`config.mk`:
```
export PLATFORM = sky130hd
export DESIGN_NAME = hcb_out_stage
export DESIGN_NICKNAME = d
export VERILOG_FILES = /design/src/hcb_pkg.sv /design/src/hcb_out_stage.sv
export SDC_FILE = /design/constraint.sdc
export NUM_CORES = 1
export LEC_CHECK = 0
export BUFFER_PORTS_ARGS = -buffer_cell sky130_fd_sc_hd__buf_2
export CORE_ASPECT_RATIO = 0.8
export CORE_UTILIZATION = 45
export CTS_CLUSTER_SIZE = 20
export DETAILED_ROUTE_END_ITERATION = 8
export HOLD_SLACK_MARGIN = 0.12
export PLACE_DENSITY_LB_ADDON = 0.12
export SYNTH_ARGS = -nofsm -noshare
export SYNTH_HDL_FRONTEND = slang
export SYNTH_SLANG_ARGS = --single-unit
```
`constraint.sdc`:
```
create_clock -name clk_i -period 5.5 [get_ports clk_i]
set_clock_uncertainty 0.15 [all_clocks]
set_input_delay 0.55 -clock clk_i [delete_from_list [all_inputs] [get_ports clk_i]]
set_output_delay 0.55 -clock clk_i [all_outputs]
set_load 0.005 [all_outputs]
```
`src/hcb_pkg.sv`:
```
// package for the huffman code builder
// holds field widths, parameter defaults, controller states and the leaf record
`timescale 1ns / 1ps
package hcb_pkg;

  localparam int MAX_SYMBOLS_DEF = 64;
  localparam int WEIGHT_BITS_DEF = 16;

  localparam int WEIGHT_W = 16;
  localparam int CODE_W   = 63;
  localparam int LEN_W    = 6;
  localparam int WPL_W    = 28;

  typedef enum logic [4:0] {
    ST_IDLE,
    ST_SF_TOP0,
    ST_SF_TOP1,
    ST_SF_W,
    ST_SF_CHK,
    ST_SF_K0,
    ST_SF_K1,
    ST_SF_K2,
    ST_SF_K3,
    ST_MG_CHK,
    ST_MG_R0,
    ST_MG_R1,
    ST_MG_R2,
    ST_MG_L0,
    ST_MG_L1,
    ST_MG_L2,
    ST_WK_R0,
    ST_WK_R1,
    ST_WK_POP,
    ST_WK_P1,
    ST_WK_P2,
    ST_WK_PUSH,
    ST_WK_EMIT
  } hcb_state_e;

  typedef enum logic [1:0] {
    PH_BUILD,
    PH_MERGE_R,
    PH_MERGE_L
  } hcb_phase_e;

  typedef struct packed {
    logic [WEIGHT_W-1:0] weight;
    logic [CODE_W-1:0]   code;
    logic [LEN_W-1:0]    length;
    logic                dropped;
    logic                is_final;
  } hcb_leaf_t;

endpackage

```
`src/hcb_out_stage.sv`:
```
// result register of the huffman code builder with weighted path length accumulator
// depends on hcb_pkg
`timescale 1ns / 1ps
module hcb_out_stage
  import hcb_pkg::*;
(
  input  logic                clk_i,
  input  logic                rst_ni,
  input  logic                load_i,
  input  hcb_leaf_t           leaf_i,
  output logic                out_valid_o,
  input  logic                out_ready_i,
  output logic [WEIGHT_W-1:0] leaf_weight_o,
  output logic [CODE_W-1:0]   code_bits_o,
  output logic [LEN_W-1:0]    code_length_o,
  output logic [WPL_W-1:0]    total_wpl_o,
  output logic                dropped_input_o,
  output logic                final_leaf_o
);

  logic                      valid_q, valid_d;
  logic [WPL_W-1:0]          acc_q, acc_d;
  logic [WEIGHT_W+LEN_W-1:0] prod;
  logic [WPL_W:0]            sum;
  logic [WPL_W-1:0]          sat;
  hcb_leaf_t                 leaf_q;
  logic [WPL_W-1:0]          wpl_q;

  assign prod = (WEIGHT_W+LEN_W)'(leaf_i.weight) * (WEIGHT_W+LEN_W)'(leaf_i.length);
  assign sum  = {1'b0, acc_q} + (WPL_W+1)'(prod);
  assign sat  = sum[WPL_W] ? '1 : sum[WPL_W-1:0];

  always_comb begin
    valid_d = valid_q;
    acc_d   = acc_q;
    if (out_ready_i) begin
      valid_d = 1'b0;
    end
    if (load_i) begin
      valid_d = 1'b1;
      acc_d   = leaf_i.is_final ? '0 : sat;
    end
  end

  always_ff @(posedge clk_i or negedge rst_ni) begin
    if (!rst_ni) begin
      valid_q <= 1'b0;
      acc_q   <= '0;
    end else begin
      valid_q <= valid_d;
      acc_q   <= acc_d;
    end
  end

  always_ff @(posedge clk_i) begin
    if (load_i) begin
      leaf_q <= leaf_i;
      wpl_q  <= leaf_i.is_final ? sat : '0;
    end
  end

  assign out_valid_o     = valid_q;
  assign leaf_weight_o   = leaf_q.weight;
  assign code_bits_o     = leaf_q.code;
  assign code_length_o   = leaf_q.length;
  assign total_wpl_o     = wpl_q;
  assign dropped_input_o = leaf_q.dropped;
  assign final_leaf_o    = leaf_q.is_final;

endmodule

```
==> flow_summary.json, run 1 <==
{
  "ys_top_cells_by_count": "edfxtp_1 (115), inv_1 (109), and2_1 (85), fa_1 (76), nor2_1 (46)",
  "dpl.cell_count": 1186,
  "nNetsFinal": 1182,
  "avgSynthCellArea_um2": 12.0,
  "clkSinkCount": 144,
  "route.detailed.drc": 0,
  "setup.worst_path.class": "in -> reg",
  "wirelength_mm": 19.0,
  "fin_cells": 1247,
  "vdd_drop_max_mv": 0.312,
  "critical_path.startpoint": "leaf_i[3]",
  "end_kind": "flip-flop",
  "max-slew-margin-rel": 0.449,
  "clk_pin_slew_ns": 0.07,
  "powerDensity_nw_per_um2": 515,
  "synth-edff-count": 115,
  "layout-drive-gt1-share": 0.280,
  "antenna_cells": 0,
  "fmax_ghz": 0.199,
  "timing.final.ws_setup_ns": 0.482,
  "ys_seq_area_frac": 0.482,
  "finalCriticalPeriod_ns": 5.02,
  "reg2reg_slack_ns": 2.16,
  "synth_area_leaders": "edfxtp_1 (40%), fa_1 (18%), dfrtp_1 (8.4%)",
  "ys_ff_latch": 144,
  "ys.warnings.count": 0,
  "post_cts_buffers": 0,
  "h-tree-depth": 4,
  "finalHoldViolations": 0,
  "hold_ws_ns": 0.141,
  "netlist_instances": 721,
  "grt_max_degree": 74,
  "synthFlopType": "edfxtp_1",
  "hold_class": "in -> reg",
  "pin_count": 207,
  "use_met1": 0.270,
  "antenna_found_initial": 0,
  "die_w_um": 157,
  "crit_end": "total_wpl_o[25]",
  "gr-usage-met3": 0.0485,
  "synth_most_common_cell": "edfxtp_1",
  "met2_usage": 0.330,
  "grt_setup_unrepaired": "no",
  "syn_area_um2": 8670,
  "place_ws_ns": 0.0382,
  "syn-num-nets": 927,
  "grt_pass1_vias": 6025,
  "hpwlAfterDp_mm": 14.0,
  "routedWlPerCell_um": 15.2,
  "setup_tns_ns": 0,
  "power_leakage_nw": 5.11,
  "arrival_ns": 5.04,
  "clock_tree.root_cell": "clkbuf_16",
  "initial_core_util": 0.458,
  "drt-initial-drc-count": 284,
  "fp.dieH_um": 126,
  "slew_viol_final": 0,
  "track_usage": 0.202,
  "yosys.area.top_type": "edfxtp_1",
  "fin_crit_sh": 0.912,
  "viasPerCell": 4.89,
  "firstDrtPassIters": 4,
  "ys_async_sr_fraction": 0.201,
  "area_growth_pct": 27.2,
  "setup_viol": 0,
  "die_area_um2": 19800,
  "gr-max-usage-layer": "met2",
  "crit_fanout": 17,
  "numCtsBuffers": 17,
  "portBuffers": 206,
  "synth_top_area_share": 0.398,
  "ys_types": 49,
  "crit_path_start_kind": "input pin",
  "maxCapViolCount": 0,
  "row_count": 45,
  "power.total_mw": 5.68,
  "ant_nets": 0,
  "r2r-end": "total_wpl_o[27]",
  "cts_tree": "done",
  "hold_depth": 1,
  "cts_max_path_buffers": 2,
  "grt-ovfl-total": 0,
  "vias": 6103,
  "place_congestion": 0.813,
  "reg2reg_depth": 11,
  "worst_pin_slew_ns": 0.825,
  "worstReg2RegStart": "acc_q[3]",
  "status": "completed",
  "grt_pass1_wl_mm": 30.6,
  "cp.required_ns": 5.52,
  "clkLatencyLatePin_ns": 0.43,
  "core_area_um2": 18900
}
what timing repair did:
action / in CTS / in global routing
endpoints found under the hold margin: 47 / 10
hold buffers: 19 / 10
resized for setup: 0 / 0
routing by layer:
layer	share of wire	vias to the layer above	wire (µm)
li1	-	2935	-
met1	0.46	3016	8630
met2	0.49	137	9320
met3	0.043	15	818
met4	0.0096	0	182
met5	0	-	0
cells by family after synthesis:
kind of cell             count (synthesis)  share of synthesized area
AO/OA/AOI/OAI                          110                     0.0876
XOR/XNOR                                21                     0.0212
adder cells (fa/ha/maj)                115                      0.232
buffers and inverters                  133                     0.0582
flip-flops                             144                      0.482
AND/OR/NAND/NOR                        198                      0.119
registers in the layout, indices dropped and copies added (netlist names):
register         cells
code_bits_o         63
leaf_weight_o       16
acc_q               28
dropped_input_o      1
total_wpl_o         28
final_leaf_o         1
code_length_o        6
out_valid_o          1
report_power, final:
| part | internal (mW) | total, mW | switching (mW) |
|---|---|---|---|
| sequential | 1.44 | 1.51 | 0.0624 |
| clock | 0.619 | 1.17 | 0.548 |
| combinational | 1.26 | 3.01 | 1.74 |
worst min path at each step:
stage,startpoint,end,slack (ns)
after floorplan,rst_ni,acc_q[0],0.10
after detailed placement,out_valid_o,out_valid_o,0.32
after global routing,leaf_i[30],code_bits_o[22],0.12
after global placement,out_valid_o,out_valid_o,0.31
after CTS,leaf_i[24],code_bits_o[16],0.12
final,leaf_i[15],code_bits_o[7],0.14
worst max-delay path: stages:
cell	delay, ns
buf_2	0.27
and2_1	0.20
fa_1	0.46
fa_1	0.52
fa_1	0.54
inv_1	0.05
fa_1	0.50
inv_1	0.04
ha_1	0.41
and4_1	0.29
a41oi_2	0.18
o221a_4	0.30
o21ai_2	0.28
nor4bb_1	0.35
nor3_1	0.09
cells in the final DEF (no fill, tap or decap), types with 29 or more instances in the layout:
cell | synthesis | layout
a21oi_1 | 29 | 29
and2_1 | 85 | 85
buf_2 | 4 | 205
dfrtp_1 | 29 | 29
dlygate4sd3_1 | 0 | 29
edfxtp_1 | 115 | 115
fa_1 | 76 | 76
ha_1 | 39 | 39
inv_1 | 109 | 109
nand2_1 | 40 | 40
nor2_1 | 46 | 46
layout make-up:
cell class                 instances  area, µm²
fill                            1623       7890
sequential                       144       4180
multi-input combinational        444       3990
timing repair buffer             259       1520
clock buffer                      17        425
inverter                         110        413
tap                              258        323
clock inverter                    15        183
metrics by stage:
stage          instance area [µm²]   util
5_1_grt                      11000  0.583
4_1_cts                      10900  0.578
6_report                     11000  0.583
2_1_floorplan                 8670      -
3_5_place_dp                 10100  0.536
3_3_place_gp                 10100  0.536
Power figures use the tool's default switching activity.
==> run 2, diff against run 1 <==
--- a/config.mk
+++ b/config.mk
@@ -6,7 +6,6 @@
 export NUM_CORES = 1
 export LEC_CHECK = 0
 export BUFFER_PORTS_ARGS = -buffer_cell sky130_fd_sc_hd__buf_2
-export CORE_ASPECT_RATIO = 0.8
 export CORE_UTILIZATION = 45
 export CTS_CLUSTER_SIZE = 20
 export DETAILED_ROUTE_END_ITERATION = 8
==> flow_summary.json, run 2 (synthesized netlist as in run 1, its figures left out) <==
{
  "grt-ovfl-total": 0,
  "status": "completed",
  "hold_class": "in -> reg",
  "cts_resized": 0,
  "power.total_mw": 5.54,
  "clock_tree.root_cell": "clkbuf_16",
  "wirelength_mm": 18.7,
  "antenna_found_initial": 0,
  "maxCapViolCount": 0,
  "crit_fanout": 9,
  "worstPathCellList": "buf_2, buf_4, and2_1, fa_1, fa_1, fa_1, inv_1, fa_1, inv_1, ha_1, a21oi_1, o221ai_1, a41oi_2, o221a_4, o21ai_2, nor4bb_1, nor3_1",
  "powerDensity_nw_per_um2": 522,
  "crit_path_start_kind": "input pin",
  "cts_max_path_buffers": 2,
  "die_area_um2": 19800,
  "drt-initial-drc-count": 301,
  "core_area_um2": 18800,
  "hold_ws_ns": 0.147,
  "grt_pass1_vias": 5951,
  "finalCriticalPeriod_ns": 5.07,
  "setup_viol": 0,
  "cp.required_ns": 5.51,
  "die_w_um": 141,
  "final_core_util": 0.566,
  "grt_pass1_wl_mm": 30.3,
  "finalHoldViolations": 0,
  "grt_max_degree": 90,
  "numCtsBuffers": 17,
  "grt_setup_unrepaired": "no",
  "clkLatencyLatePin_ns": 0.42,
  "nNetsFinal": 1145,
  "cp_slowest_cell": "fa_1",
  "end_kind": "flip-flop",
  "area_growth_pct": 22.4,
  "largest_reg_flops": 63,
  "slew_viol_final": 0,
  "portBuffers": 206,
  "worst_pin_slew_ns": 0.829,
  "route.detailed.drc": 0,
  "max_stage_delay_ns": 0.52,
  "fp.dieH_um": 141,
  "arrival_ns": 5.08,
  "fmax_ghz": 0.197,
  "pin_count": 207,
  "ant_nets": 0,
  "layout_common_cells": "buf_2 (205), edfxtp_1 (115), inv_1 (109)",
  "clkSinkCount": 144,
  "h-tree-depth": 4,
  "cts_tree": "done",
  "mostFrequentLayoutCell": "buf_2",
  "layout-drive-gt1-share": 0.282,
  "antenna_cells": 0,
  "vias": 5932,
  "place_ws_ns": -0.00789,
  "track_usage": 0.199,
  "clk_pin_slew_ns": 0.07,
  "max-slew-margin-rel": 0.446,
  "routedWlPerCell_um": 15.8,
  "place_congestion": 0.818,
  "setup.worst_path.class": "in -> reg",
  "timing.final.ws_setup_ns": 0.434,
  "cpMostUsedCell": "fa_1",
  "vdd_drop_max_mv": 0.378,
  "power_leakage_nw": 4.92,
  "viasPerCell": 5.00,
  "fin_crit_sh": 0.921,
  "hpwlAfterDp_mm": 13.8,
  "row_count": 50,
  "initial_core_util": 0.462,
  "setup_tns_ns": 0,
  "firstDrtPassIters": 4
}
-- run 2: critical path, delay by kind of cell --
family / cells / cell delay (ns)
AND/OR/NAND/NOR: 3 / 0.60
adder cells (fa/ha/maj): 5 / 2.38
buffers and inverters: 4 / 0.42
AO/OA/AOI/OAI: 5 / 1.09
-- run 2: metrics by stage --
stage          cell area, µm²  std cells
2_1_floorplan            8670        721
3_3_place_gp            10000       1153
3_5_place_dp            10000       1153
4_1_cts                 10600       1186
5_1_grt                 10600       1186
6_report                10600       1186
-- run 2: final cells by class --
cell class / instances / area, µm²
clock buffers: 17 / 425
multi-input cells: 444 / 3990
well taps: 234 / 293
inverters: 110 / 413
flip-flops and latches: 144 / 4180
clock inverters: 15 / 146
repair buffers: 222 / 1170
fillers: 1642 / 8150
-- run 2: per-layer routing --
layer,GRT usage,part of all wire,routed length [µm]
met1,0.251,0.42,7850
met2,0.344,0.52,9710
met5,0,0,0
met4,0.0744,0.019,354
met3,0.0363,0.041,773
-- run 2: report_power, final --
part	internal [mW]	switching, mW	leakage, nW
clock	0.600	0.518	0.273
sequential	1.44	0.0625	1.51
combinational	1.19	1.72	3.14
-- run 2: path summary, 6_finish.rpt --
kind | to | from | depth (start not counted) | slack, ns
setup / recovery | total_wpl_o[25] | leaf_i[4] | 17 | 0.43
hold / removal | code_bits_o[23] | leaf_i[31] | 1 | 0.15
setup reg to reg | total_wpl_o[25] | acc_q[10] | 11 | 2.15
hold reg to reg | out_valid_o | out_valid_o | 1 | 0.34
max in group asynchronous | acc_q[6] | rst_ni | 2 | 4.12
min in group asynchronous | acc_q[16] | rst_ni | 2 | 0.59
-- run 2: what timing repair did --
item                      in CTS  in global routing
hold endpoints to repair      29                  0
hold buffers                   1                  0
buffers inserted               0                  0
==> run 3, diff against run 2 <==
--- a/config.mk
+++ b/config.mk
@@ -5,12 +5,13 @@
 export SDC_FILE = /design/constraint.sdc
 export NUM_CORES = 1
 export LEC_CHECK = 0
-export BUFFER_PORTS_ARGS = -buffer_cell sky130_fd_sc_hd__buf_2
+export BUFFER_PORTS_ARGS = -buffer_cell sky130_fd_sc_hd__buf_4
 export CORE_UTILIZATION = 45
 export CTS_CLUSTER_SIZE = 20
 export DETAILED_ROUTE_END_ITERATION = 8
 export HOLD_SLACK_MARGIN = 0.12
 export PLACE_DENSITY_LB_ADDON = 0.12
+export SLEW_MARGIN = 20
 export SYNTH_ARGS = -nofsm -noshare
 export SYNTH_HDL_FRONTEND = slang
 export SYNTH_SLANG_ARGS = --single-unit
==> flow_summary.json, run 3 (synthesized netlist as in run 1, its figures left out) <==
{
  "status": "completed",
  "powerDensity_nw_per_um2": 524,
  "crit_fanout": 8,
  "area_growth_pct": 31.4,
  "grt_max_degree": 97,
  "worstPathCellList": "buf_4, and2_1, fa_1, inv_1, fa_1, inv_1, fa_1, inv_1, fa_1, inv_1, ha_1, a21o_1, buf_4, a311o_1, a41oi_2, o221a_4, o21ai_2, a31oi_1, a211oi_1",
  "nNetsFinal": 1172,
  "r2r-end": "acc_q[1]",
  "vias": 6138,
  "hp-start": "leaf_i[58]",
  "setup.worst_path.class": "in -> reg",
  "power.total_mw": 5.97,
  "numCtsBuffers": 17,
  "hold_class": "in -> reg",
  "max-slew-margin-rel": 0.444,
  "power_leakage_nw": 5.26,
  "grt_pass1_wl_mm": 30.2,
  "drt-initial-drc-count": 322,
  "die_area_um2": 19800,
  "worstReg2RegStart": "acc_q[18]",
  "routedWlPerCell_um": 15.4,
  "route.detailed.drc": 0,
  "stdcell_area_um2": 11400,
  "cts_tree": "done",
  "cp.required_ns": 5.50,
  "setup_tns_ns": 0,
  "reg2reg_depth": 12,
  "end_kind": "flip-flop",
  "grt-ovfl-total": 0,
  "h-tree-depth": 4,
  "postPlaceCellArea_um2": 10800,
  "fin_crit_sh": 0.923,
  "cts_max_path_buffers": 2,
  "viasPerCell": 5.06,
  "mostFrequentLayoutCell": "buf_4",
  "hold_depth": 1,
  "grt_setup_unrepaired": "no",
  "finalCriticalPeriod_ns": 5.07,
  "hpwlAfterDp_mm": 13.9,
  "layout_common_cells": "buf_4 (245), edfxtp_1 (115), inv_1 (109)",
  "pin_count": 207,
  "fp.dieH_um": 141,
  "clkSinkCount": 144,
  "cp_slowest_cell": "fa_1",
  "firstDrtPassIters": 5,
  "row_count": 50,
  "core_area_um2": 18800,
  "antenna_found_initial": 0,
  "crit_path_start_kind": "input pin",
  "min_to": "code_bits_o[50]",
  "track_usage": 0.197,
  "maxCapViolCount": 0,
  "largest_reg_flops": 63,
  "clock_tree.root_cell": "clkbuf_16",
  "portBuffers": 206,
  "fmax_ghz": 0.197,
  "finalHoldViolations": 0,
  "grt_pass1_vias": 6155,
  "worst_pin_slew_ns": 0.834,
  "post_cts_buffers": 0,
  "max_stage_delay_ns": 0.53,
  "nFillCells": 1545,
  "antenna_cells": 0,
  "clkLatencyLatePin_ns": 0.42,
  "arrival_ns": 5.08,
  "clk_pin_slew_ns": 0.07,
  "place_congestion": 0.862,
  "vdd_drop_max_mv": 0.426,
  "reg2reg_slack_ns": 2.06,
  "setup_viol": 0,
  "slew_viol_final": 0,
  "ant_nets": 0,
  "layout-drive-gt1-share": 0.301,
  "wirelength_mm": 18.7,
  "initial_core_util": 0.462,
  "die_w_um": 141
}
==> run 3: cell count changes in the layout (fill, tap and decap cells not counted), sizes merged <==
cell      delta
clkbuf       +1
inv          -3
clkinv       +2
bufinv       +2
buf         +27
clkinvlp     -2
==> run 3: per-stage QoR <==
step / setup WS, ns / instances / utilization / hold slack, ns
final: 0.426 / 1213 / 0.607 / 0.155
after global routing: 0.202 / 1213 / 0.607 / 0.125
after CTS: 0.447 / 1213 / 0.607 / 0.135
after detailed placement: 0.00662 / 1180 / 0.573 / 0.321
after global placement: 0.0308 / 1180 / 0.573 / 0.316
after floorplan: 0.344 / 721 / - / 0.104
==> run 3: worst max-delay path by stage <==
stage / depth (start not counted) / endpoint / startpoint / slack (ns)
4_1_cts: 19 / total_wpl_o[27] / leaf_i[74] / 0.45
5_1_grt: 17 / acc_q[2] / leaf_i[2] / 0.20
3_5_place_dp: 19 / total_wpl_o[27] / leaf_i[3] / 0.007
6_report: 19 / total_wpl_o[27] / leaf_i[74] / 0.43
2_1_floorplan: 17 / total_wpl_o[27] / leaf_i[7] / 0.34
3_3_place_gp: 19 / total_wpl_o[27] / leaf_i[74] / 0.03
==> run 3: repair_timing <==
item                                   CTS  global route
endpoints found under the hold margin   29             0
hold buffers                             1             0
gates resized for setup                  0             0
==> run 3: per-layer routing <==
layer	track usage	up-vias	wire length, µm
met3	0.0445	20	858
met4	0.0681	0	299
met2	0.339	156	9640
met1	0.244	3048	7900
li1	-	2914	-
met5	0	-	0
==> run 3: layout make-up <==
class	instances	area [µm²]	area share
Multi-Input combinational cell	444	3990	0.350
Sequential cell	144	4180	0.367
Timing Repair Buffer	249	1900	0.167
Inverter	110	413	0.0363
Clock inverter	14	178	0.0156
Clock buffer	18	439	0.0386
Tap cell	234	293	0.0257
==> run 3: where the power goes <==
part	switching [mW]	internal [mW]	total [mW]
clock network	0.498	0.700	1.20
registers	0.0715	1.45	1.52
logic	1.78	1.48	3.26
==> run 3: worst max-delay path: cells and delay by family <==
family / cells / cell delay (ns)
adders and majority gates: 5 / 2.35
AOI/OAI and AO/OA: 7 / 1.55
buffers and inverters: 6 / 0.46
and+or+nand+nor: 1 / 0.17
